**src/design/mmd_pkg.sv**
```systemverilog
// ---------------------------------------------------------------------------
// mmd_pkg
// Shared types, constants and pixel format helpers of the mip level
// box downsampler.
// ---------------------------------------------------------------------------
package mmd_pkg;

  localparam int MAX_WIDTH  = 4096;
  localparam int LINE_DEPTH = MAX_WIDTH / 2;
  localparam int COL_W      = $clog2(MAX_WIDTH);
  localparam int IDX_W      = $clog2(LINE_DEPTH);
  localparam int WIDTH_W    = 13;
  localparam int CNT_W      = ((COL_W > WIDTH_W) ? COL_W : WIDTH_W) + 1;
  localparam int PIXEL_W    = 32;
  localparam int CFG_IDX_W  = 2;
  localparam int CFG_DATA_W = WIDTH_W;

  localparam logic [WIDTH_W-1:0] WIDTH_RESET = WIDTH_W'(256);

  localparam logic [CFG_IDX_W-1:0] CFG_PIXEL_FORMAT = CFG_IDX_W'(0);
  localparam logic [CFG_IDX_W-1:0] CFG_SRC_WIDTH    = CFG_IDX_W'(1);

  typedef enum logic [1:0] {
    FMT_A8L8     = 2'd0,
    FMT_A1R5G5B5 = 2'd1,
    FMT_R5G6B5   = 2'd2,
    FMT_A8R8G8B8 = 2'd3
  } fmt_t;

  // lane 3 is alpha, lane 0 is blue (luminance for a8l8)
  typedef logic [3:0][7:0] lanes_t;
  typedef logic [3:0][8:0] pair_sum_t;

  // position of the item just presented at the input
  typedef struct packed {
    logic             odd_col;
    logic             odd_row;
    logic             row_end;
    logic [IDX_W-1:0] idx;
  } pos_t;

  function automatic lanes_t widen(input logic [PIXEL_W-1:0] px, input fmt_t fmt);
    lanes_t ch;
    logic [15:0] h;
    h = px[15:0];
    unique case (fmt)
      FMT_A8L8: begin
        ch[3] = h[15:8];
        ch[2] = 8'h00;
        ch[1] = 8'h00;
        ch[0] = h[7:0];
      end
      FMT_A1R5G5B5: begin
        ch[3] = {8{h[15]}};
        ch[2] = {h[14:10], 3'b000};
        ch[1] = {h[9:5], 3'b000};
        ch[0] = {h[4:0], 3'b000};
      end
      FMT_R5G6B5: begin
        ch[3] = 8'hff;
        ch[2] = {h[15:11], 3'b000};
        ch[1] = {h[10:5], 2'b00};
        ch[0] = {h[4:0], 3'b000};
      end
      default: begin
        ch[3] = px[31:24];
        ch[2] = px[23:16];
        ch[1] = px[15:8];
        ch[0] = px[7:0];
      end
    endcase
    return ch;
  endfunction

  function automatic logic [PIXEL_W-1:0] narrow(input lanes_t ch, input fmt_t fmt);
    logic [PIXEL_W-1:0] px;
    unique case (fmt)
      FMT_A8L8:     px = {16'h0000, ch[3], ch[0]};
      FMT_A1R5G5B5: px = {16'h0000, ch[3][7], ch[2][7:3], ch[1][7:3], ch[0][7:3]};
      FMT_R5G6B5:   px = {16'h0000, ch[2][7:3], ch[1][7:2], ch[0][7:3]};
      default:      px = {ch[3], ch[2], ch[1], ch[0]};
    endcase
    return px;
  endfunction

endpackage

```
**src/design/mmd_average.sv**
```systemverilog
// ---------------------------------------------------------------------------
// mmd_average
// Widens a pixel pair, forms the pair sums and the 2x2 box average
// with the stored upper-row sums, then narrows to the pixel format.
// ---------------------------------------------------------------------------
module mmd_average (
  input  logic [mmd_pkg::PIXEL_W-1:0] left_pixel,
  input  logic [mmd_pkg::PIXEL_W-1:0] right_pixel,
  input  mmd_pkg::pair_sum_t          upper_sum,
  input  mmd_pkg::fmt_t               fmt,
  output mmd_pkg::pair_sum_t          pair_sum,
  output logic [mmd_pkg::PIXEL_W-1:0] avg_pixel
);

  mmd_pkg::lanes_t l_ch;
  mmd_pkg::lanes_t r_ch;
  mmd_pkg::lanes_t o_ch;
  logic [9:0]      total [4];

  always_comb begin
    l_ch = mmd_pkg::widen(left_pixel, fmt);
    r_ch = mmd_pkg::widen(right_pixel, fmt);
    for (int k = 0; k < 4; k++) begin
      pair_sum[k] = {1'b0, l_ch[k]} + {1'b0, r_ch[k]};
      total[k]    = {1'b0, upper_sum[k]} + {1'b0, pair_sum[k]};
      // divide by four, truncating
      o_ch[k]     = total[k][9:2];
    end
    avg_pixel = mmd_pkg::narrow(o_ch, fmt);
  end

endmodule

```
**config.mk**
```make
export PLATFORM = sky130hd
export DESIGN_NAME = mmd_average
export DESIGN_NICKNAME = d
export VERILOG_FILES = /design/src/design/mmd_pkg.sv /design/src/design/mmd_average.sv
export SDC_FILE = /design/constraint.sdc
export NUM_CORES = 1
export LEC_CHECK = 0
export BUFFER_PORTS_ARGS = -buffer_cell sky130_fd_sc_hd__buf_2
export CORE_UTILIZATION = 50
export DETAILED_ROUTE_END_ITERATION = 10
export PLACE_DENSITY = 0.83
export SETUP_SLACK_MARGIN = 0.02
export SYNTH_ARGS = -nofsm -noshare
export SYNTH_HDL_FRONTEND = slang
export SYNTH_SLANG_ARGS = --single-unit
```
**constraint.sdc**
```tcl
create_clock -name vclk -period 5.45
set_input_delay 0.8175 -clock vclk [all_inputs]
set_output_delay 0.8175 -clock vclk [all_outputs]
set_load 0.01 [all_outputs]
```
Word-level counts from Yosys, hierarchy flattened
Index checks and enable logic that the tools add are counted.
{"block": "op_classes", "n_mux": 3, "addsub": 8, "n_reduce_logical": 1, "eq_ne": 2}
{"op": "case mux 32 bit (3 select lines)", "n": 3}
{"op": "adder 9 x 9 -> 10 bit", "n": 4}
{"op": "adder 8 x 8 -> 9 bit", "n": 4}
{"op": "equality test 2 x 1 -> 1 bit, second input constant", "n": 1}
{"op": "equality test 2 bit, second input constant", "n": 1}
{"op": "zero test 2 bit", "n": 1}
{"block": "totals", "in_bits": 102, "register_bits": 0, "output_inout_bits": 68, "wordCells": 14}

Logic depth before layout (Yosys ltp)
{"block": "logic_depth", "depth_word": 5, "mapped_depth": 20, "depth_no_buf": 18}

Least setup slack after synthesis
Ideal clock, no wire load.
{"block": "synth_timing", "kind": "input to output", "from": "in fmt[0]", "to": "out avg_pixel[9] (netlist bit)", "path_slack_ns": 0.092, "required_ns": 4.633, "arrival_time_ns": 4.540, "path_stages": 18, "cell_sequence": "buf_2 > nand2_1 > clkbuf_1 > nor2_1 > ha_1 > fa_1 > a21o_1 > a21oi_1 > o21bai_1 > a21oi_1 > xnor2_1 > ha_1 > a21oi_1 > a21oi_1 > a221o_1 > nor2_2 > inv_1 > mux4_2"}
{"element": "start, declared", "line": "mmd_average.sv:10", "rtl": "input mmd_pkg::fmt_t fmt,"}
{"element": "end, declared", "line": "mmd_average.sv:12", "rtl": "output logic [mmd_pkg::PIXEL_W-1:0] avg_pixel"}

Worst setup path in the final report
{"block": "layout_timing", "from": "in fmt[0]", "to": "out avg_pixel[6] (netlist bit)"}
{"block": "layout_between", "elab_chain_cells": 5, "elab_cells_between_ends": 10}
{"element": "equality test 2 bit, or another cell as far along", "line": "mmd_pkg.sv:46, mmd_pkg.sv:77"}
{"element": "case mux 32 bit (3 select lines)", "line": "mmd_pkg.sv:46", "rtl": "unique case (fmt)"}
{"element": "adder 8 x 8 -> 9 bit", "line": "mmd_average.sv:24", "rtl": "pair_sum[k] = {1'b0, l_ch[k]} + {1'b0, r_ch[k]};"}
{"element": "adder 9 x 9 -> 10 bit", "line": "mmd_average.sv:25", "rtl": "total[k] = {1'b0, upper_sum[k]} + {1'b0, pair_sum[k]};"}
{"element": "case mux 32 bit (3 select lines) (*)", "line": "mmd_pkg.sv:77", "rtl": "unique case (fmt)"}
Every way passes the cells marked *; elsewhere a longest branch is shown, timed or not.

==> results.yml <==
critical_path:
  crit_start: "fmt[0]"
  endpoint_kind: "output port"
  critPathMaxStageDelay_ps: 350
  crit_path_top_delay_cell: "ha_1"
  cp.required_ps: 4630
  crit_path_end: "avg_pixel[6]"
  crit_chain: "clkbuf_4 > inv_1 > nor2_2 > nor2_4 > buf_4 > buf_4 > mux2_2 > ha_1 > nor3_1 > nor2_1 > o41ai_1 > xnor2_1 > ha_1 > a21oi_1 > o21ai_1 > a41oi_2 > xnor2_2 > mux2i_1 > mux2i_1 > buf_2"
  cp.arrival_ps: 4490
  crit_type: "in -> out"
  worstPathMaxFanout: 9
  cp-start-kind: "input pin"
grt:
  grt_usage_pct: 32.4
  grt_pass1_wl_um: 20200
  grt_pass1_vias: 4446
  gr-total-overflow: 0
  antenna_found_initial: 0
  grt_max_degree: 41
yosys:
  yosys-top-cells-area: "ha_1 (21%), xnor2_1 (8.4%), a21oi_1 (6.0%)"
  synth_top_area_share_pct: 21.4
  syn_avg_cell_area_um2: 7.07
  synth.most_common_cell: "ha_1"
  yosys-top-cells-count: "ha_1 (64), nor2_1 (60), a21oi_1 (45), nand2_1 (44), o21ai_0 (41)"
  syn_inst: 529
  synth-seq-area-share_pct: 0
  syn_area_mm2: 0.00374
  yosysWarningCount: 0
  synth_cell_type_count: 50
  post-synth-top-area-cell: "ha_1"
  syn-num-nets: 699
routing:
  drtPass1Iterations: 5
  ant_nets: 0
  post_drt_wl_per_cell_um: 16.7
  drt_first_iter_violations: 249
  viasPerCell: 6.02
  drc: 0
  vias: 4927
  drt_wl_total_um: 13700
job:
  drv_cap: 0
finish:
  fillers: 609
  final-seq-area_um2: 0
  multiInputGateArea_mm2: 0.00377
  syn_to_final_growth_pct: 39.5
  nets: 891
  drive_above_1_share_pct: 39.5
  clock_buffer_count: 0
  seq_cell_count: 0
  finish.instance_area_mm2: 0.00522
  n_antenna_cell: 0
worst_hold_path:
  holdCritPathClass: "in -> out"
  min-delay-start: "upper_sum[35]"
  min_path_cells: 5
sta:
  drv_slew: 0
  period_share_pct: 97.5
  hold_viol: 0
  slew_headroom_pct: 70.0
  setup_tns_ps: 0
  rsz0062_at_grt: "yes"
  report.final.setup_viol: 0
  fmax_ghz: 0.188
  worst_slew_pin_slew_ps: 447
  fin_crit_ps: 5310
status:
  status: "complete, no violations"
floorplan:
  placementRows: 31
  die_x_um: 88.5
  io_pins: 170
  core_mm2: 0.00725
  die_h_um: 88.5
  start_util_pct: 51.5
  die-area_mm2: 0.00783
pwr:
  p_per_area_mw_per_mm2: 264
  internal_power_mw: 0.617
  leakage_nw: 2.67
  peakVddDrop_mv: 0.209
  swShare_pct: 55.3
  switchingPower_mw: 0.762
  p_seq_share_pct: 0
  clock_power_share_pct: 0
  finalPower_mw: 1.38
  power_frac_comb_pct: 100.0
placed_design:
  dp_hpwl_um: 11300
  portBuffers: 170
  gp_congestion: 1.02
  post_dp_cell_area_mm2: 0.00492
-- worst min-delay path by stage --
| stage | end | slack, ps |
|---|---|---|
| final | avg_pixel[31] | 2100 |
| after global routing | avg_pixel[31] | 2140 |
| after CTS | avg_pixel[31] | 2120 |
| after detailed placement | avg_pixel[31] | 2120 |
| after global placement | avg_pixel[31] | 2100 |
| after floorplan | pair_sum[0] | 1920 |
-- what timing repair did --
action | 4_1_cts | 5_1_grt
hold buffers | 0 | 0
gates resized for setup | 7 | 49
setup buffers | 1 | 2
pin swaps | 1 | 17
gates cloned | 0 | 1
setup endpoints to repair | 8 | 17
-- power by group through the flow --
stage                     clock network [mW]  registers (mW)  logic (mW)
after detailed placement                   0               0        1.27
after global routing                       0               0        1.50
after CTS                                  0               0        1.28
after global placement                     0               0        1.24
after floorplan                            0               0       0.834
final                                      0               0        1.38
-- placed cells by master (no fill, tap or decap), types with 4 or more instances in the layout --
cell type,instances
a21o_1,11
and3_1,5
a211oi_2,5
nand2_1,43
o21bai_1,5
a21oi_2,10
o21ai_0,36
o21ai_1,5
mux2i_1,13
a22o_1,11
o22a_1,8
nor3_1,13
a21oi_1,35
nor2_1,55
xnor2_2,5
ha_1,62
and2_1,14
nand3_1,9
xor2_1,11
a31o_2,4
xnor2_1,31
buf_4,39
nor2b_1,5
o31ai_1,12
inv_1,19
mux2_2,19
a211oi_1,7
buf_2,169
-- stage by stage --
stage | hold WS, ps | instances | worst slack [ps] | utilization [%]
after CTS | 2120 | 815 | 24.5 | 68.3
after global placement | 2100 | 814 | -33.5 | 67.9
after detailed placement | 2120 | 814 | -116 | 67.9
after global routing | 2140 | 818 | -39.2 | 71.9
after floorplan | 1920 | 529 | 92.3 | -
final | 2100 | 818 | 138 | 71.9
-- routing by layer --
layer	GRT usage, %	vias to the layer above	share of wire, %
met1	39.5	2257	40
met2	58.9	279	48
met5	0	-	0
li1	-	2347	-
met4	12.0	0	3.1
met3	2.99	44	8.5
-- worst max-delay path: cells and delay by family --
kind | cells | cell delay (ps)
multiplexers | 3 | 680
adder cells (fa/ha/maj) | 2 | 640
buffers and inverters | 5 | 810
XOR/XNOR | 2 | 350
AO/OA/AOI/OAI | 4 | 640
AND/OR/NAND/NOR | 4 | 560
-- final cells by class --
cell class                      count  share of cell area (%)
Tap cell                           99                    2.38
Inverter                           19                    1.37
Timing Repair Buffer              215                    24.0
Multi-Input combinational cell    485                    72.2
-- cell families (layout without fill, tap and decap cells) --
kind of cell	count (synthesis)	in the layout	share of synthesized area, %
XOR/XNOR	47	47	11.0
AO/OA/AOI/OAI	178	178	31.9
buffers and inverters	44	234	4.55
AND/OR/NAND/NOR	159	159	19.1
adder cells (fa/ha/maj)	68	68	23.6
multiplexers	33	33	9.81
Note: power is estimated with default switching activity, not from simulation.
