$ cat config.mk
export PLATFORM = sky130hd
export DESIGN_NAME = mmd_front
export DESIGN_NICKNAME = d
export VERILOG_FILES = /design/src/design/mmd_pkg.sv /design/src/design/mmd_front.sv
export SDC_FILE = /design/constraint.sdc
export NUM_CORES = 1
export LEC_CHECK = 0
export ABC_AREA = 1
export BUFFER_PORTS_ARGS = -buffer_cell sky130_fd_sc_hd__buf_2
export CAP_MARGIN = 20
export CORE_MARGIN = 2
export CORE_UTILIZATION = 40
export DETAILED_ROUTE_END_ITERATION = 8
export GPL_TIMING_DRIVEN = 0
export SKIP_LAST_GASP = 1
export SLEW_MARGIN = 40
export SYNTH_ARGS = -nofsm -noshare
export SYNTH_HDL_FRONTEND = slang
export SYNTH_SLANG_ARGS = --single-unit
$ cat constraint.sdc
create_clock -name clk -period 7.4 [get_ports clk]
set_input_delay 0.74 -clock clk [delete_from_list [all_inputs] [get_ports clk]]
set_output_delay 0.74 -clock clk [all_outputs]
set_load 0.05 [all_outputs]
$ cat src/design/mmd_pkg.sv
// ---------------------------------------------------------------------------
// mmd_pkg
// Shared types, constants and pixel format helpers of the mip level
// box downsampler.
// ---------------------------------------------------------------------------
package mmd_pkg;

  localparam int MAX_WIDTH  = 4096;
  localparam int LINE_DEPTH = MAX_WIDTH / 2;
  localparam int COL_W      = $clog2(MAX_WIDTH);
  localparam int IDX_W      = $clog2(LINE_DEPTH);
  localparam int WIDTH_W    = 13;
  localparam int CNT_W      = ((COL_W > WIDTH_W) ? COL_W : WIDTH_W) + 1;
  localparam int PIXEL_W    = 32;
  localparam int CFG_IDX_W  = 2;
  localparam int CFG_DATA_W = WIDTH_W;

  localparam logic [WIDTH_W-1:0] WIDTH_RESET = WIDTH_W'(256);

  localparam logic [CFG_IDX_W-1:0] CFG_PIXEL_FORMAT = CFG_IDX_W'(0);
  localparam logic [CFG_IDX_W-1:0] CFG_SRC_WIDTH    = CFG_IDX_W'(1);

  typedef enum logic [1:0] {
    FMT_A8L8     = 2'd0,
    FMT_A1R5G5B5 = 2'd1,
    FMT_R5G6B5   = 2'd2,
    FMT_A8R8G8B8 = 2'd3
  } fmt_t;

  // lane 3 is alpha, lane 0 is blue (luminance for a8l8)
  typedef logic [3:0][7:0] lanes_t;
  typedef logic [3:0][8:0] pair_sum_t;

  // position of the item just presented at the input
  typedef struct packed {
    logic             odd_col;
    logic             odd_row;
    logic             row_end;
    logic [IDX_W-1:0] idx;
  } pos_t;

  function automatic lanes_t widen(input logic [PIXEL_W-1:0] px, input fmt_t fmt);
    lanes_t ch;
    logic [15:0] h;
    h = px[15:0];
    unique case (fmt)
      FMT_A8L8: begin
        ch[3] = h[15:8];
        ch[2] = 8'h00;
        ch[1] = 8'h00;
        ch[0] = h[7:0];
      end
      FMT_A1R5G5B5: begin
        ch[3] = {8{h[15]}};
        ch[2] = {h[14:10], 3'b000};
        ch[1] = {h[9:5], 3'b000};
        ch[0] = {h[4:0], 3'b000};
      end
      FMT_R5G6B5: begin
        ch[3] = 8'hff;
        ch[2] = {h[15:11], 3'b000};
        ch[1] = {h[10:5], 2'b00};
        ch[0] = {h[4:0], 3'b000};
      end
      default: begin
        ch[3] = px[31:24];
        ch[2] = px[23:16];
        ch[1] = px[15:8];
        ch[0] = px[7:0];
      end
    endcase
    return ch;
  endfunction

  function automatic logic [PIXEL_W-1:0] narrow(input lanes_t ch, input fmt_t fmt);
    logic [PIXEL_W-1:0] px;
    unique case (fmt)
      FMT_A8L8:     px = {16'h0000, ch[3], ch[0]};
      FMT_A1R5G5B5: px = {16'h0000, ch[3][7], ch[2][7:3], ch[1][7:3], ch[0][7:3]};
      FMT_R5G6B5:   px = {16'h0000, ch[2][7:3], ch[1][7:2], ch[0][7:3]};
      default:      px = {ch[3], ch[2], ch[1], ch[0]};
    endcase
    return px;
  endfunction

endpackage

$ cat src/design/mmd_front.sv
// ---------------------------------------------------------------------------
// mmd_front
// Raster position tracking: column counter, row parity and the held
// even-column pixel of the current pair.
// ---------------------------------------------------------------------------
module mmd_front (
  input  logic                                clk,
  input  logic                                rst,
  input  logic                                accept,
  input  logic                                start_of_frame,
  input  logic [mmd_pkg::PIXEL_W-1:0]         source_pixel,
  input  logic [mmd_pkg::WIDTH_W-1:0]         src_width,
  output mmd_pkg::pos_t                       pos,
  output logic [mmd_pkg::PIXEL_W-1:0]         left_hold
);

  logic [mmd_pkg::COL_W-1:0] column_count;
  logic                      odd_row;

  logic [mmd_pkg::CNT_W-1:0] w_eff;
  logic [mmd_pkg::CNT_W-1:0] base;
  logic [mmd_pkg::CNT_W-1:0] col;
  logic [mmd_pkg::CNT_W-1:0] col_inc;
  logic                      row;
  logic                      last;

  always_comb begin
    // widths above the line store size act as the maximum
    if (mmd_pkg::CNT_W'(src_width) > mmd_pkg::CNT_W'(mmd_pkg::MAX_WIDTH)) begin
      w_eff = mmd_pkg::CNT_W'(mmd_pkg::MAX_WIDTH);
    end else begin
      w_eff = mmd_pkg::CNT_W'(src_width);
    end
    base    = start_of_frame ? '0 : mmd_pkg::CNT_W'(column_count);
    row     = start_of_frame ? 1'b0 : odd_row;
    // a count left past a narrowed width restarts the row
    col     = (base >= w_eff) ? '0 : base;
    col_inc = col + mmd_pkg::CNT_W'(1);
    last    = col_inc >= w_eff;

    pos.odd_col = col[0];
    pos.odd_row = row;
    pos.idx     = col[mmd_pkg::IDX_W:1];
    pos.row_end = ((col >> 1) + mmd_pkg::CNT_W'(1)) == (w_eff >> 1);
  end

  always_ff @(posedge clk) begin
    if (rst) begin
      column_count <= '0;
      odd_row      <= 1'b0;
      left_hold    <= '0;
    end else if (accept) begin
      if (!col[0]) begin
        left_hold <= source_pixel;
      end
      if (last) begin
        column_count <= '0;
        odd_row      <= ~row;
      end else begin
        column_count <= col_inc[mmd_pkg::COL_W-1:0];
        odd_row      <= row;
      end
    end
  end

endmodule

[After elaboration in Yosys (flattened, before gate mapping)]
Index checks and enable logic that the tools add are counted.
Storage, ports and cells
  register bits: 45
  input bits: 49
  output and inout port bits: 46
  logic and storage cells: 18
Cells by class
  add/sub/neg operators: 2
  $lt $le $gt $ge: 3
  equality and inequality tests: 1
  muxes and demuxes: 6
  bitwise gates (word level): 2
  reduce and logical (&&, ||, !) cells: 1
Operators with widths (number)
  12-bit two-way mux: 3
  12-bit by 14-bit greater-or-equal comparator with 1-bit output: 1
  13-bit by 14-bit greater-or-equal comparator with 1-bit output: 1
  12-bit by 1-bit adder with 13-bit output, second input constant: 1
  13-bit > comparator, second input constant: 1
  13-bit two-way mux: 1
  11-bit by 1-bit adder with 12-bit output, second input constant: 1
  12-bit == test: 1
  1-bit two-way mux: 2
  1-bit NOT: 2
  2-bit AND reduction: 1

[Longest topological paths before layout]
Gate-level depths: netlist of the first run.
  depth in word-level cells: 7
  depth in mapped cells: 37
  gate-level depth less buffers: 36

[Worst setup path after synthesis of the first run]
Ideal clock, no wire load.
  path kind: input to register
  start: in src_width[4] in the netlist's numbering
  end: reg column_count[11] in the netlist's numbering
  library setup time: 0.070 ns
  arrival: 5.909 ns
  required time: 7.330 ns
  setup slack: 1.421 ns
  stages: 34
  buffers on the path: 1
  cells stage by stage: nor2_1 -> nand2_1 -> nor2_1 -> nand2_1 -> nand2_1 -> nand2_1 -> ha_1 -> a21o_1 -> a21oi_1 -> nand2_1 -> nand2_2 -> nand2_2 -> nor3_1 -> ha_1 -> nand2_1 -> inv_1 -> nand4_1 -> inv_1 -> nand2_1 -> nor2_1 -> nand3_1 -> nand2_1 -> inv_1 -> ha_1 -> a21oi_1 -> o21ai_0 -> a31oi_1 -> nand2_1 -> nand2_1 -> o311ai_0 -> nor2_1 -> buf_2 -> nand3_1 -> a21oi_1
RTL lines
  start, declared: line mmd_front.sv:12  | input logic [mmd_pkg::WIDTH_W-1:0] src_width,
  end signal, assigned: line mmd_front.sv:60  | column_count <= col_inc[mmd_pkg::COL_W-1:0];
  end, declared: line mmd_front.sv:17  | logic [mmd_pkg::COL_W-1:0] column_count;

[Worst setup path after layout of the first run]
  start: in src_width[2] in the netlist's numbering
  end: reg column_count[11] in the netlist's numbering
Between the ends
  cells in the longest elaborated chain, start to end: 7
Ends and longest elaborated chain
  13-bit > comparator: line mmd_front.sv:29  | if (mmd_pkg::CNT_W'(src_width) > mmd_pkg::CNT_W'(mmd_pkg::MAX_WIDTH)) begin
  13-bit two-way mux (*): line mmd_front.sv:29
  12-bit by 14-bit greater-or-equal comparator with 1-bit output: line mmd_front.sv:37  | col = (base >= w_eff) ? '0 : base;
  12-bit two-way mux: line mmd_front.sv:37
  12-bit by 1-bit adder with 13-bit output: line mmd_front.sv:38  | col_inc = col + mmd_pkg::CNT_W'(1);
  13-bit by 14-bit greater-or-equal comparator with 1-bit output: line mmd_front.sv:39  | last = col_inc >= w_eff;
  12-bit two-way mux (*): line mmd_front.sv:56  | if (last) begin
Every way passes the cells marked *; elsewhere a longest branch is shown, timed or not.
A chain may end at the register's enable or synchronous reset.

==> results.tsv, run 1 <==
metric	value	unit
fmax	173	MHz
hp-class	flop to flop	
grt_util_met1	0.280	
cts.sinks	45	
hpwl	7.32	mm
clk_pin_slew	0.09	ns
crit_required	7.63	ns
syn_avg_cell_area	6.37	um^2
outcome	completed	
antenna_found_initial	0	
vias	3462	
synth.most_common_cell	nand2_1	
synthTopCellsByCount	176 x nand2_1, 62 x inv_1, 54 x a21oi_1, 45 x dfxtp_1, 40 x nor2_1	
synth_ff_type	dfxtp_1	
p_leak	2.13	nW
grt_max_degree	16	
power_frac_clock	0.282	
crit_path_frequent_cell	nand2_1	
powerDensity	140	nW/um^2
netlist_instances	512	
synth-async-reset-ratio	0	
cts_setup_buffers	0	
wl_per_cell	12.6	um
start_util	0.417	
portBuffers	92	
drive_above_1_share	0.222	
hold_viol_final	0	
fin_crit_sh	0.781	
num_rows	32	
ant_nets	0	
peakVddDrop	142	uV
die_area	8890	um^2
synth_largest_area_cell	dfxtp_1	
grt_overflow	0	
synth_top_area_frac	0.276	
critPathLaunchType	input pin	
internal_power	0.361	mW
coreArea	7810	um^2
worst-setup-path-type	input pin to flop	
finalSetupViolCount	0	
cp_max_fo	10	
chipHeight	94.3	um
setup.worst_path.end_class	flop	
globalRouteMet3Util	0.0321	
worst_ep_arrival_time	6.01	ns
cts_tree	yes	
cpPeakStageDelay	0.35	ns
area.growth.synth_to_final	20.8	%
tns	0	ns
vias_per_cell	4.85	
drt_first_iter_violations	167	
cts_root_buffer	clkbuf_8	
power.switching	0.190	mW
drv_cap	0	
critPathSlowestCell	ha_1	
antennaDiodeCount	0	
grt-busiest-layer	met2	
clk_latency	0.30	ns
utilization	0.504	
hold_buffers	0	
htreeDepth	2	
power.total	0.552	mW
dr.pass1.iters	4	
post-route-min-period	5.78	ns
worst_pin_slew	0.747	ns
clk_path_buf_depth	2	
p_seq_frac	0.469	
fin_nets	687	
post_cts_resized	0	
ys_seq_elements	45	
rsz0062_at_grt	false	
ys_types	37	
pin_count	95	
grt_usage	0.209	
yosysWarnings	0	
synth_area_leaders	dfxtp_1 28%, nand2_1 20%, ha_1 10%	
sw_frac_of_total	0.345	
drcViolationCount	0	
synth-seq-area-share	0.276	
die-width	94.3	um
numCtsBuffers	5	
synth_edf_count	0	
drv_slew	0	
synth_area	3260	um^2
p_comb_frac	0.249	
grt_pass1_wl	14.9	mm
clock_skew	0.00526	ns
synthesis.nets	588	
gr-usage-met2	0.352	
finalWirelength	9.03	mm
relSlewSlack	0.496	
grt_pass1_vias	3146	
gp_congestion	0.875	
-- state kept, by name, summed over array words and instances (netlist names) --
signal        flops
column_count     12
left_hold        32
odd_row           1
-- kinds of logic after synthesis --
family / share of synthesized area
compound gates: 0.108
flops: 0.276
buf+inv: 0.106
fa+ha+maj: 0.104
xor+xnor: 0.0280
simple gates: 0.379
-- cell usage in the layout, fill, tap and decap left out, types with 5 or more instances in the layout --
cell type	count
buf_2	97
buf_4	5
nand2_1	176
xor2_1	5
clkbuf_8	5
inv_1	62
nand3_1	25
nor2_2	5
a21oi_1	54
o21ai_0	5
clkbuf_1	6
ha_1	27
dfxtp_1	45
nand4_1	11
nor2_1	40
-- worst max-delay path: cells and delay by family --
| kind | cells | cell delay [ns] |
|---|---|---|
| adder cells (fa/ha/maj) | 3 | 0.98 |
| AO/OA/AOI/OAI | 6 | 0.94 |
| AND/OR/NAND/NOR | 22 | 2.76 |
| buffers and inverters | 5 | 0.57 |
-- power groups by stage --
stage	Clock (mW)	Combinational (mW)	Sequential [mW]
final	0.156	0.137	0.259
after global routing	0.171	0.152	0.260
after CTS	0.162	0.138	0.259
after detailed placement	0	0.138	0.264
after global placement	0	0.136	0.264
after floorplan	0	0.0594	0.301
-- area by class of cell --
type	instances	area, um^2
Buffer	18	100
Clock buffer	5	68.8
Clock inverter	3	21.3
Fill cell	855	3870
Inverter	65	244
Multi-Input combinational cell	384	2010
Sequential cell	45	901
Tap cell	102	128
Timing Repair Buffer	92	460
-- worst paths after layout --
path	from	endpoint	slack, ns	cells after the start
min	left_hold[6]$_SDFFE_PP0P_	left_hold[6]$_SDFFE_PP0P_	0.46	2
min reg2reg	left_hold[6]$_SDFFE_PP0P_	left_hold[6]$_SDFFE_PP0P_	0.46	2
max	src_width[2]	column_count[11]$_SDFFE_PP0P_	1.62	36
max reg2reg	column_count[5]$_SDFFE_PP0P_	column_count[11]$_SDFFE_PP0P_	2.20	31
-- routing by layer --
metal | vias to the layer above | part of all wire | wire (um)
met5 | - | 0 | 0
met4 | 0 | 0.012 | 110
met3 | 8 | 0.049 | 446
met2 | 92 | 0.46 | 4170
met1 | 1543 | 0.48 | 4300
li1 | 1819 | - | -
-- metrics by stage --
step	hold slack (ns)	area [um^2]	cells	worst slack, ns
3_5_place_dp	0.453	3850	706	1.36
3_3_place_gp	0.449	3850	706	1.39
2_1_floorplan	0.444	3260	512	1.42
6_report	0.465	3940	714	1.62
5_1_grt	0.483	3940	714	1.04
4_1_cts	0.468	3940	714	1.67
(Power assumes the default switching activity.)
==> run 2: changes to the inputs <==
--- a/config.mk
+++ b/config.mk
@@ -12,6 +12,7 @@
 export CORE_UTILIZATION = 40
 export DETAILED_ROUTE_END_ITERATION = 8
 export GPL_TIMING_DRIVEN = 0
+export PLACE_DENSITY = 0.67
 export SKIP_LAST_GASP = 1
 export SLEW_MARGIN = 40
 export SYNTH_ARGS = -nofsm -noshare
==> constraint.sdc (replaced) <==
create_clock -name clk -period 5 [get_ports clk]
set_input_delay 0.5 -clock clk [delete_from_list [all_inputs] [get_ports clk]]
set_output_delay 0.5 -clock clk [all_outputs]
set_load 0.05 [all_outputs]
==> run 2 against run 1 <==
Non-clock buffer count is 13 higher. Count of clock-buffer cells in the layout up 2. Register-to-register slack got worse by 1.8 ns. Global-route usage shrank 0.87 points. Sequential share of layout area decreased by 1.5 points. Clock skew fell by 0.00055 ns. Flip-flop and latch count stayed put. Via count increased by 3.7%. Final area up 7.1%. Power increased by 49%. Worst setup slack worse by 1.4 ns. Cell count increased by 1.7%. Largest cell class unchanged. Highest routed layer unchanged.
==> results.tsv, run 2 (synthesis results as in run 1) <==
metric	value	unit	change
drt_first_iter_violations	147		was 167
grt_pass1_vias	3178		was 3146
vias_per_cell	4.94		was 4.85
pin_count	95		unchanged
num_rows	32		unchanged
grt_usage	0.201		was 0.209
dr.pass1.iters	5		was 4
drcViolationCount	0		unchanged
setup.worst_path.end_class	flop		unchanged
fmax	209	MHz	
die-width	94.3	um	unchanged
drv_cap	0		unchanged
grt_overflow	0		unchanged
area.growth.synth_to_final	29.4	%	was 20.8%
grt_pass1_wl	14.2	mm	was 14.9 mm
fin_crit_sh	0.956		
critPathLaunchType	input pin		unchanged
cp_max_fo	7		was 10
die_area	8890	um^2	unchanged
gp_congestion	0.856		was 0.875
powerDensity	194	nW/um^2	was 140 nW/um^2
hpwl	7.14	mm	was 7.32 mm
clock_skew	0.00471	ns	was 0.00526 ns
worst_ep_arrival_time	5.00	ns	was 6.01 ns
post-route-min-period	4.78	ns	
antennaDiodeCount	0		unchanged
cts_root_buffer	clkbuf_8		unchanged
numCtsBuffers	5		unchanged
cts_tree	yes		unchanged
final.setup.worst_slack	0.220	ns	was 1.62 ns
chipHeight	94.3	um	unchanged
vias	3589		was 3462
finalSetupViolCount	0		unchanged
finalWirelength	9.09	mm	was 9.03 mm
cts.sinks	45		unchanged
power.total	0.820	mW	was 0.552 mW
portBuffers	92		unchanged
coreArea	7810	um^2	unchanged
p_leak	2.23	nW	was 2.13 nW
clk_pin_slew	0.08	ns	was 0.09 ns
critPathSlowestCell	ha_1		unchanged
largest_register	left_hold		unchanged
start_util	0.417		unchanged
peakVddDrop	205	uV	was 142 uV
drive_above_1_share	0.282		was 0.222
cpPeakStageDelay	0.28	ns	was 0.35 ns
outcome	completed		unchanged
clk_latency	0.29	ns	was 0.30 ns
largestRegisters	left_hold x32, column_count x12, odd_row x1		unchanged
drv_slew	0		unchanged
fin_nets	700		was 687
dp_slack	-0.661	ns	was 1.36 ns
nFillCells	827		was 855
hp-class	input pin to flop		was flop to flop
final_common_cell	nand2_1		unchanged
antenna_found_initial	0		unchanged
layout_common_cells	166 x nand2_1, 95 x buf_2, 60 x inv_1		was 176 x nand2_1, 97 x buf_2, 62 x inv_1
hold_viol_final	0		unchanged
grt_max_degree	13		was 16
clk_path_buf_depth	2		unchanged
htreeDepth	2		unchanged
relSlewSlack	0.634		was 0.496
crit_required	5.22	ns	was 7.63 ns
wl_per_cell	12.5	um	was 12.6 um
worst-setup-path-type	input pin to flop		unchanged
crit_path_frequent_cell	nand2_1		unchanged
worst_pin_slew	0.548	ns	was 0.747 ns
largest_register_ffs	32		unchanged
ant_nets	0		unchanged
==> run 2: cell count changes in the layout (fill, tap and decap cells not counted), moves of 3 or more <==
cell     change
nand2_2      +5
nor2_4       +4
nand2_1     -10
ha_1         -5
ha_4         +4
nand2_4      +5
a21oi_2      +3
nor2_1       -5
a21oi_1      -3
buf_4       +13
==> run 2: metal layers <==
| metal | track usage | up-vias | routed length [um] |
|---|---|---|---|
| li1 | - | 1852 | - |
| met1 | 0.250 | 1585 | 3940 |
| met2 | 0.339 | 135 | 4250 |
| met3 | 0.0457 | 17 | 714 |
| met4 | 0.0700 | 0 | 181 |
| met5 | 0 | - | 0 |
==> run 2: final timing paths <==
check / slack (ns) / depth (start not counted) / end / start
setup / recovery: 0.22 / 36 / column_count[11]$_SDFFE_PP0P_ / src_width[2]
hold / removal: 0.45 / 3 / left_hold[2]$_SDFFE_PP0P_ / source_pixel[2]
setup reg to reg: 0.39 / 31 / column_count[11]$_SDFFE_PP0P_ / column_count[5]$_SDFFE_PP0P_
hold reg to reg: 0.46 / 2 / left_hold[15]$_SDFFE_PP0P_ / left_hold[15]$_SDFFE_PP0P_
==> run 2: repair_timing <==
item	in CTS	in global routing
pin swaps	1	13
cloned	0	1
setup endpoints to repair	13	13
gates resized for setup	10	36
hold buffers	0	0
buffers inserted	0	12
==> run 2: cell type report <==
| class | count | area, um^2 | area share |
|---|---|---|---|
| flip-flops and latches | 45 | 901 | 0.214 |
| repair buffers | 105 | 556 | 0.132 |
| plain buffers | 18 | 110 | 0.0261 |
| multi-input cells | 384 | 2190 | 0.520 |
| inverters | 65 | 244 | 0.0578 |
| well taps | 102 | 128 | 0.0302 |
| clock buffers | 7 | 86.3 | 0.0205 |
==> run 2: worst max-delay path: cells and delay by family <==
kind	cells	cell delay [ns]
simple gates	21	2.20
compound gates	7	0.94
fa+ha+maj	3	0.74
buf+inv	5	0.60
==> run 2: through the flow <==
stage               std cells  instance area, um^2  setup TNS [ns]  hold WS (ns)   util
global route              726                 4220          -0.408         0.443  0.540
global placement          706                 3860           -5.64         0.449  0.494
detailed placement        706                 3860           -7.31         0.453  0.494
finish                    726                 4220               0         0.446  0.540
CTS                       713                 3970               0         0.436  0.509
floorplan                 512                 3270               0         0.444      -
==> run 2: power by group <==
group | internal, mW | leakage [nW] | switching, mW
clock network | 0.110 | 0.0443 | 0.112
registers | 0.375 | 0.368 | 0.00788
logic | 0.0668 | 1.82 | 0.149
total | 0.551 | 2.23 | 0.268
==> run 3: changes to the inputs <==
==> constraint.sdc (replaced) <==
create_clock -name clk -period 4.05 [get_ports clk]
set_input_delay 0.405 -clock clk [delete_from_list [all_inputs] [get_ports clk]]
set_output_delay 0.405 -clock clk [all_outputs]
set_load 0.05 [all_outputs]
==> run 3 against run 2 <==
The flow now finishes with violations (setup timing). Combinational power grew 46%. Flip-flop and latch count is the same. Power grew 34%. Worst setup slack lost 0.63 ns. Clock skew grew 0.0030 ns. Non-clock buffer count grew 29. Critical path depth shrank 1. Largest cell class unchanged.
==> results.tsv, run 3 (synthesis results as in run 1) <==
metric	value	unit	change
outcome	finished, violations left		was completed
violations	setup timing		
largest_register	left_hold		unchanged
worst_hold_slack	0.340	ns	was 0.446 ns
setup.worst_path.end_class	flop		unchanged
r2r_slack	-0.33	ns	was 0.39 ns
final.setup.worst_slack	-0.413	ns	was 0.220 ns
worst_ep_arrival_time	4.69	ns	was 5.00 ns
crit_path_frequent_cell	nand2_2		was nand2_1
rr_endpoint	column_count[11]$_SDFFE_PP0P_		unchanged
hold_buffers	0		unchanged
chipHeight	94.3	um	unchanged
dp_slack	-1.04	ns	was -0.661 ns
hold_start	source_pixel[31]		was source_pixel[2]
start_util	0.417		unchanged
final_area	4800	um^2	was 4220 um^2
clk_pin_slew	0.08	ns	about the same
cp_max_fo	6		was 7
utilization	0.614		was 0.540
cts_tree	yes		unchanged
htreeDepth	2		unchanged
cts.sinks	45		unchanged
vias_per_cell	5.05		was 4.94
power.switching	0.373	mW	was 0.268 mW
rr_worst_depth	30		was 31
relSlewSlack	0.521		was 0.634
worst_pin_slew	0.718	ns	was 0.548 ns
power.total	1.10	mW	was 0.820 mW
final_cell_count_no_fill	756		was 726
critPathLaunchType	input pin		unchanged
p_seq_frac	0.429		was 0.467
tns	-5.20	ns	was 0 ns
drv_cap	0		unchanged
rsz0062_at_grt	true		
dr.pass1.iters	5		unchanged
fin_crit_sh	1.10		
grt_pass1_wl	16.2	mm	was 14.2 mm
gp_congestion	0.916		was 0.856
cts_root_buffer	clkbuf_8		unchanged
grt_pass1_vias	3467		was 3178
grt_overflow	0		unchanged
critPathSlowestCell	ha_1		unchanged
final_common_cell	nand2_1		unchanged
drive_above_1_share	0.393		was 0.282
antenna_found_initial	0		unchanged
cpPeakStageDelay	0.28	ns	about the same
antennaDiodeCount	0		unchanged
fmax	224	MHz	
p_comb_frac	0.285		was 0.263
fin_nets	729		was 700
grt_usage	0.229		was 0.201
hpwl	7.27	mm	was 7.14 mm
largest_register_ffs	32		unchanged
p_leak	2.45	nW	was 2.23 nW
num_rows	32		unchanged
dpl_cell_area	4000	um^2	was 3860 um^2
worst-setup-path-type	input pin to flop		unchanged
finalSetupViolCount	14		was 0
coreArea	7810	um^2	unchanged
wl_per_cell	14.1	um	was 12.5 um
placed_cells	706		unchanged
die-width	94.3	um	unchanged
sw_frac_of_total	0.339		was 0.327
crit_required	4.28	ns	was 5.22 ns
grt_max_degree	15		was 13
vias	3819		was 3589
power_frac_clock	0.286		was 0.270
internal_power	0.728	mW	was 0.551 mW
whs_path_depth	3		unchanged
portBuffers	92		unchanged
powerDensity	230	nW/um^2	was 194 nW/um^2
largestRegisters	left_hold x32, column_count x12, odd_row x1		unchanged
ant_nets	0		unchanged
whs_endpoint	left_hold[31]$_SDFFE_PP0P_		was left_hold[2]$_SDFFE_PP0P_
layout_common_cells	152 x nand2_1, 87 x buf_2, 58 x inv_1		was 166 x nand2_1, 95 x buf_2, 60 x inv_1
pin_count	95		unchanged
peakVddDrop	250	uV	was 205 uV
drt_first_iter_violations	179		was 147
finalWirelength	10.7	mm	was 9.09 mm
clk_path_buf_depth	2		unchanged
hold_viol_final	0		unchanged
drv_slew	0		unchanged
area.growth.synth_to_final	47.1	%	was 29.4%
post-route-min-period	4.46	ns	
worstReg2RegStart	column_count[1]$_SDFFE_PP0P_		was column_count[5]$_SDFFE_PP0P_
clk_latency	0.30	ns	was 0.29 ns
numCtsBuffers	5		unchanged
die_area	8890	um^2	unchanged
hp-class	input pin to flop		unchanged
clock_skew	0.00771	ns	was 0.00471 ns
drcViolationCount	0		unchanged
==> run 3: cell count changes in the layout (fill, tap and decap cells not counted), moves of 5 or more <==
cell,delta
nand2_4,+5
nor2_1,-11
buf_6,+7
nor2_4,+9
a21oi_1,-9
ha_1,-5
buf_2,-8
a21oi_2,+8
nand2_1,-14
buf_4,+28
nand2_2,+9
==> run 3: cell type report <==
class                   instances  area, um^2
clock inverters                 1        8.76
plain buffers                  18         114
repair buffers                134         841
clock buffers                   7        96.3
well taps                     102         128
flip-flops and latches         45         901
fillers                       720        3010
multi-input cells             384        2460
inverters                      65         249
==> run 3: worst max-delay path by stage <==
stage	cells past startpoint	to	from
2_1_floorplan	35	column_count[11]$_SDFFE_PP0P_	src_width[6]
3_3_place_gp	36	column_count[11]$_SDFFE_PP0P_	src_width[2]
3_5_place_dp	36	column_count[11]$_SDFFE_PP0P_	src_width[2]
4_1_cts	36	column_count[11]$_SDFFE_PP0P_	src_width[1]
5_1_grt	35	column_count[11]$_SDFFE_PP0P_	src_width[3]
6_report	35	column_count[11]$_SDFFE_PP0P_	src_width[3]
==> run 3: worst max-delay path, delay by kind of cell <==
family / cells / cell delay (ns)
simple gates: 21 / 2.20
compound gates: 7 / 0.90
fa+ha+maj: 3 / 0.74
buf+inv: 4 / 0.43
==> run 3: per-layer routing <==
| layer | share of wire | wire, um | up-vias | GRT usage |
|---|---|---|---|---|
| li1 | - | - | 1903 | - |
| met1 | 0.42 | 4530 | 1746 | 0.295 |
| met2 | 0.49 | 5270 | 150 | 0.383 |
| met3 | 0.062 | 656 | 20 | 0.0457 |
| met4 | 0.019 | 205 | 0 | 0.0749 |
| met5 | 0 | 0 | - | 0 |
==> run 3: power groups by stage <==
stage	sequential (mW)	clock, mW	combinational (mW)
6_report	0.473	0.315	0.314
5_1_grt	0.475	0.344	0.340
4_1_cts	0.473	0.321	0.289
3_5_place_dp	0.483	0	0.262
3_3_place_gp	0.482	0	0.259
2_1_floorplan	0.550	0	0.117
==> run 3: repair_timing <==
action,CTS,global route
setup endpoints to repair,14,14
gates cloned,1,0
setup buffers,23,18
resized for setup,50,51
pin swaps,44,47
